$ cat src/rtl/core/scuv_pkg.sv
// Shared constants, widths and helper functions for the sphere/cylinder UV map unit.
// No dependencies; used by scuv_cordic, scuv_isqrt and sphere_cylinder_uv_map_unit.

package scuv_pkg;

    // Input fixed-point format and cylindrical rescale shifts.
    localparam int FRAC_BITS = 16;
    localparam int CYL_RS = (FRAC_BITS > 16) ? FRAC_BITS - 16 : 0;
    localparam int CYL_LS = (FRAC_BITS < 16) ? 16 - FRAC_BITS : 0;

    // CORDIC datapath: operands up to 2^47 grow by the CORDIC gain.
    localparam int CORDIC_STAGES = 24;
    localparam int CW = 52;
    localparam int AW = 34;
    localparam int PRE_SHIFT = 16;

    // Square root: one result bit per stage.
    localparam int SQRT_STAGES = 32;

    // Pipeline alignment between the u and v paths.
    localparam int U_ALIGN = 2 + SQRT_STAGES;
    localparam int SIDE_DELAY = 2 + SQRT_STAGES + CORDIC_STAGES;

    // Mode register codes.
    localparam logic MODE_SPHERE = 1'b0;
    localparam logic MODE_CYL = 1'b1;

    // Elementary angles atan(2^-i) in units of 2^-32 turn.
    function automatic logic signed [AW-1:0] atan_turn(input int i);
        case (i)
            0:  return AW'(536870912);
            1:  return AW'(316933406);
            2:  return AW'(167458907);
            3:  return AW'(85004756);
            4:  return AW'(42667331);
            5:  return AW'(21354465);
            6:  return AW'(10679838);
            7:  return AW'(5340245);
            8:  return AW'(2670163);
            9:  return AW'(1335087);
            10: return AW'(667544);
            11: return AW'(333772);
            12: return AW'(166886);
            13: return AW'(83443);
            14: return AW'(41722);
            15: return AW'(20861);
            16: return AW'(10430);
            17: return AW'(5215);
            18: return AW'(2608);
            19: return AW'(1304);
            20: return AW'(652);
            21: return AW'(326);
            22: return AW'(163);
            23: return AW'(81);
            default: return '0;
        endcase
    endfunction

    // Magnitude of a signed 32-bit value; the most negative value maps to 2^31.
    function automatic logic [31:0] mag32(input logic signed [31:0] v);
        return v[31] ? 32'(-v) : 32'(v);
    endfunction

    // Left shift that brings a nonzero magnitude up to at least 2^30.
    function automatic logic [4:0] norm_shift(input logic [31:0] m);
        logic [4:0] msb;
        msb = '0;
        for (int k = 0; k < 31; k++) begin
            if (m[k]) begin
                msb = 5'(k);
            end
        end
        if (m == '0 || m[31] || m[30]) begin
            return '0;
        end
        return 5'(30) - msb;
    endfunction

endpackage

$ cat src/rtl/core/scuv_isqrt.sv
// Pipelined integer square root, floor(sqrt(n)) of a 64-bit value, one bit per stage.
// Depends on scuv_pkg for the stage count.

module scuv_isqrt (
    input  logic        aclk,
    input  logic        en,
    input  logic [63:0] n_in,
    output logic [31:0] root
);

    localparam int N = scuv_pkg::SQRT_STAGES;

    logic [31:0] root_reg [N];
    logic [63:0] rem_reg  [N-1];

    for (genvar k = 0; k < N; k++) begin : g_stage
        localparam int BIT = N - 1 - k;
        logic [31:0] root_prev;
        logic [63:0] rem_prev;
        logic [65:0] trial;
        logic        take;

        if (k == 0) begin : g_first
            assign root_prev = '0;
            assign rem_prev  = n_in;
        end else begin : g_next
            assign root_prev = root_reg[k-1];
            assign rem_prev  = rem_reg[k-1];
        end

        // (r + 2^b)^2 - r^2 = r * 2^(b+1) + 2^(2b); keep the bit if it fits the remainder.
        always_comb begin
            trial = ({34'b0, root_prev} << (BIT + 1)) + (66'd1 << (2 * BIT));
            take  = {2'b0, rem_prev} >= trial;
        end

        always_ff @(posedge aclk) begin
            if (en) begin
                root_reg[k] <= root_prev | (32'(take) << BIT);
            end
        end

        // The remainder is not needed after the last bit.
        if (k < N - 1) begin : g_rem
            always_ff @(posedge aclk) begin
                if (en) begin
                    rem_reg[k] <= take ? rem_prev - trial[63:0] : rem_prev;
                end
            end
        end
    end

    assign root = root_reg[N-1];

endmodule

$ cat config.mk
export PLATFORM = sky130hd
export DESIGN_NAME = scuv_isqrt
export DESIGN_NICKNAME = d
export VERILOG_FILES = /design/src/rtl/core/scuv_pkg.sv /design/src/rtl/core/scuv_isqrt.sv
export SDC_FILE = /design/constraint.sdc
export NUM_CORES = 2
export LEC_CHECK = 0
export BUFFER_PORTS_ARGS = -buffer_cell sky130_fd_sc_hd__buf_2
export CAP_MARGIN = 20
export CELL_PAD_IN_SITES_DETAIL_PLACEMENT = 1
export CELL_PAD_IN_SITES_GLOBAL_PLACEMENT = 1
export CORE_MARGIN = 10
export CORE_UTILIZATION = 48
export CTS_BUF_LIST = sky130_fd_sc_hd__clkbuf_16
export CTS_CLUSTER_SIZE = 8
export DETAILED_ROUTE_END_ITERATION = 8
export GPL_TIMING_DRIVEN = 0
export PLACE_DENSITY = 0.73
export SYNTH_ARGS = -nofsm -noshare
export SYNTH_HDL_FRONTEND = slang
export SYNTH_SLANG_ARGS = --single-unit
$ cat constraint.sdc
create_clock -name aclk -period 3.4 [get_ports aclk]
set_clock_uncertainty 0.2 [all_clocks]
set_input_delay 0.17 -clock aclk [delete_from_list [all_inputs] [get_ports aclk]]
set_output_delay 0.17 -clock aclk [all_outputs]
set_load 0.03 [all_outputs]
==> reports/qor.log <==
qor: clock_network.clock_insertion_delay_worst_skew 980 ps
qor: run_status.failing_checks setup timing
qor: global_routing.first_global_vias 86500
qor: power.power.static_leakage 57.7 nW
qor: power.power.density 664 nW/um^2
qor: worst_setup_path.critical_path_peak_fanout 6
qor: timing.worst_slew_margin_rel 20.4%
qor: layout.final_layout_size_suffix_gt1_share 24.8%
qor: synthesis.share_of_the_synthesized_area_in_the_top_cell_type 62.6%
qor: power.clock_power_share 32.0%
qor: worst_setup_path.critPathLaunchType flop
qor: worst_setup_path.crit_arrival 4350 ps
qor: layout.final.fill_count 23700
qor: power.internal-power 0.0698 W
qor: timing.final.setup.worst_slack -515 ps
qor: global_routing.grt_max_degree 190
qor: synthesis.syn_warnings 0
qor: run_status.run_status complete, but fails checks
qor: drt.drtPass1Iterations 6
qor: power.vdd_drop_max 0.524 mV
qor: synthesis.main_flop_type_after_synthesis sky130_fd_sc_hd__edfxtp_1
qor: clock_network.num_cts_buffers 367
qor: timing.totalNegativeSetupSlack -89970 ps
qor: synthesis.mappedNetlistArea 121000 sq um
qor: drt.finalWirelength 387 mm
qor: power.power.sequential.fraction 42.7%
qor: placement.post-dp-hpwl 253 mm
qor: worst_hold_path.worstHoldPathType input pin to flop
qor: drt.vias 85300
qor: placement.gp_congestion 0.891
qor: global_routing.grt_antenna_before_repair 20
qor: clock_network.clk_root_buffer_cell sky130_fd_sc_hd__clkbuf_16
qor: global_routing.grt_pass1_wl 546 mm
qor: synthesis.synth_area_per_cell 12.5 sq um
qor: timing.tightestPinTransition 1180 ps
qor: drt.first_iter_violations 7883
qor: floorplanning.floorplan.die.height 521 um
qor: worst_setup_path.reg2reg_setup_slack -520 ps
qor: layout.num-nets-final 11500
qor: worst_setup_path.critical_path_required 3840 ps
qor: clock_network.cts.clk_slew.worst_paths 50 ps
qor: floorplanning.num_rows 183
qor: worst_setup_path.critical_setup_path_kind flop to flop
qor: clock_network.tritoncts done
qor: synthesis.net_count_synth 10300
qor: power.power.switching_fraction 31.4%
qor: floorplanning.dieArea 272000 sq um
qor: placement.portBuffers 97
qor: synthesis.synth.yosys.seq_area_share 62.6%
qor: floorplanning.floorplan.die.width 521 um
qor: synthesis.ys_top_cells_by_area sky130_fd_sc_hd__edfxtp_1 63%, sky130_fd_sc_hd__ha_1 5.8%, sky130_fd_sc_hd__xnor2_1 3.3%
qor: power.power_frac_comb 25.3%
qor: layout.largest_reg_flops 1984
qor: clock_network.clkSinkCount 2512
qor: timing.slew_violations 0
qor: synthesis.postSynth.asyncResetShare 0%
qor: placement.pre_cts_ws -1720 ps
qor: drt.drc 0
qor: timing.post-route-period-util 115%
qor: synthesis.synth.largest_area_cell sky130_fd_sc_hd__edfxtp_1
qor: power.power_switching 0.0320 W
qor: timing.post-route-min-period 3920 ps
qor: timing.setup_violations 428
qor: floorplanning.floorplan.initialDensity 48.3%
qor: worst_setup_path.critPathCaptureType flop
qor: clock_network.ctsHtreeMaxLevel 5
qor: run.max_cap_violations 0
qor: synthesis.count_of_unique_library_cells_instantiated_by_yosys 94
qor: synthesis.synthesis.instances 9627
qor: drt.antenna_left 0
qor: floorplanning.core-area 249000 sq um
qor: timing.achievable-frequency 255 MHz
qor: floorplanning.boundaryPins 98
qor: synthesis.netlist_top_cells_count 2512 x sky130_fd_sc_hd__edfxtp_1, 694 x sky130_fd_sc_hd__inv_1, 636 x sky130_fd_sc_hd__nor2_1, 626 x sky130_fd_sc_hd__nand2_1, 616 x sky130_fd_sc_hd__a21oi_1
qor: synthesis.synth_enable_flop_cells 2512
qor: drt.routed_wire_length_per_instance 27.2 um
qor: global_routing.grt_remaining_overflow 0
qor: timing.setup_repair_after_global_routing_missed_its_margin true
qor: synthesis.synth.ff_latch_count 2512
qor: global_routing.grt_use_total 25.9%
qor: synthesis.yosysMostFrequentCell sky130_fd_sc_hd__edfxtp_1
qor: drt.detail_route.vias_per_cell 6.01
qor: layout.areaGrowthSynthToFinish 27.1%
qor: clock_network.buffer_levels_on_the_longest_clock_path 4
qor: timing.hold_violations 0
stage by stage:
| stage | util (%) | cells | total power (W) | area, sq um | hold slack, ps |
|---|---|---|---|---|---|
| floorplan | - | 9627 | 0.0555 | 121000 | 68.9 |
| global placement | 50.3 | 13100 | 0.0613 | 125000 | 163 |
| detailed placement | 50.5 | 13100 | 0.0628 | 126000 | 164 |
| CTS | 57.5 | 13900 | 0.0973 | 143000 | 37.1 |
| global route | 61.4 | 14200 | 0.106 | 153000 | 65.3 |
| finish | 61.4 | 14200 | 0.102 | 153000 | 31.7 |
cell families (layout without fill, tap and decap cells):
kind of cell	Yosys count	count (layout)	synth area share, %
other	0	9	0
multiplexers	64	64	0.601
XOR/XNOR	873	873	6.35
AO/OA/AOI/OAI	1863	1864	9.60
flip-flops	2512	2512	62.6
AND/OR/NAND/NOR	2853	2853	12.2
buffers and inverters	904	2146	2.87
adder cells (fa/ha/maj)	558	558	5.79
routing by layer:
layer  vias up  share of wire, %  global-route usage [%]
met3       647               5.0                    2.98
met2      2657                49                    43.6
met4         6               2.6                    6.04
met1     43600                43                    36.1
li1      38400                 -                       -
met5         -            0.0093                       0
layout by cell type, fill, tap and decap left out, types with 385 or more instances in the layout:
master / instances
sky130_fd_sc_hd__edfxtp_1: 2512
sky130_fd_sc_hd__inv_1: 674
sky130_fd_sc_hd__nand2_1: 518
sky130_fd_sc_hd__buf_4: 504
sky130_fd_sc_hd__nor2_1: 500
sky130_fd_sc_hd__a21oi_1: 489
sky130_fd_sc_hd__clkbuf_16: 411
sky130_fd_sc_hd__xnor2_1: 405
sky130_fd_sc_hd__xor2_1: 396
sky130_fd_sc_hd__ha_1: 385
worst paths after layout:
path                    from         endpoint  cells past startpoint
max          rem_reg[25][51]  rem_reg[26][13]                     10
min                       en  root_reg[4][62]                      5
max reg2reg  rem_reg[25][51]  rem_reg[26][13]                     10
min reg2reg  rem_reg[20][15]  rem_reg[21][15]                      0
cell type report:
| cell class | instances | area [sq um] | area share [%] |
|---|---|---|---|
| diodes | 9 | 22.5 | 0.0147 |
| multi-input cells | 6212 | 51100 | 33.4 |
| clock buffers | 372 | 9310 | 6.08 |
| clock inverters | 34 | 287 | 0.187 |
| repair buffers | 906 | 8550 | 5.59 |
| well taps | 3330 | 4170 | 2.72 |
| flip-flops and latches | 2512 | 75400 | 49.3 |
| plain buffers | 133 | 1520 | 0.991 |
| inverters | 701 | 2710 | 1.77 |
worst max-delay path: stages, from the launching register on:
cell	delay [ps]
sky130_fd_sc_hd__edfxtp_1	400
sky130_fd_sc_hd__or4_4	560
sky130_fd_sc_hd__or4b_4	500
sky130_fd_sc_hd__or3_4	410
sky130_fd_sc_hd__a211oi_2	180
sky130_fd_sc_hd__or4b_4	500
sky130_fd_sc_hd__or2_1	230
sky130_fd_sc_hd__buf_6	160
sky130_fd_sc_hd__buf_12	160
sky130_fd_sc_hd__buf_12	150
sky130_fd_sc_hd__o21a_1	190
timing repair:
item / 4_1_cts / 5_1_grt
setup buffers: 257 / 376
hold endpoints to repair: 487 / 0
setup endpoints to repair: 1127 / 1049
pin swaps: 194 / 446
hold buffers: 139 / 0
gates cloned: 7 / 22
resized for setup: 935 / 1581
power by group through the flow:
stage / clock (W) / combinational (W) / sequential, W
floorplan: 0 / 0.0139 / 0.0416
global placement: 0 / 0.0169 / 0.0444
detailed placement: 0 / 0.0194 / 0.0433
CTS: 0.0326 / 0.0218 / 0.0429
global route: 0.0343 / 0.0280 / 0.0437
finish: 0.0326 / 0.0258 / 0.0434
Power figures use the tool's default switching activity.
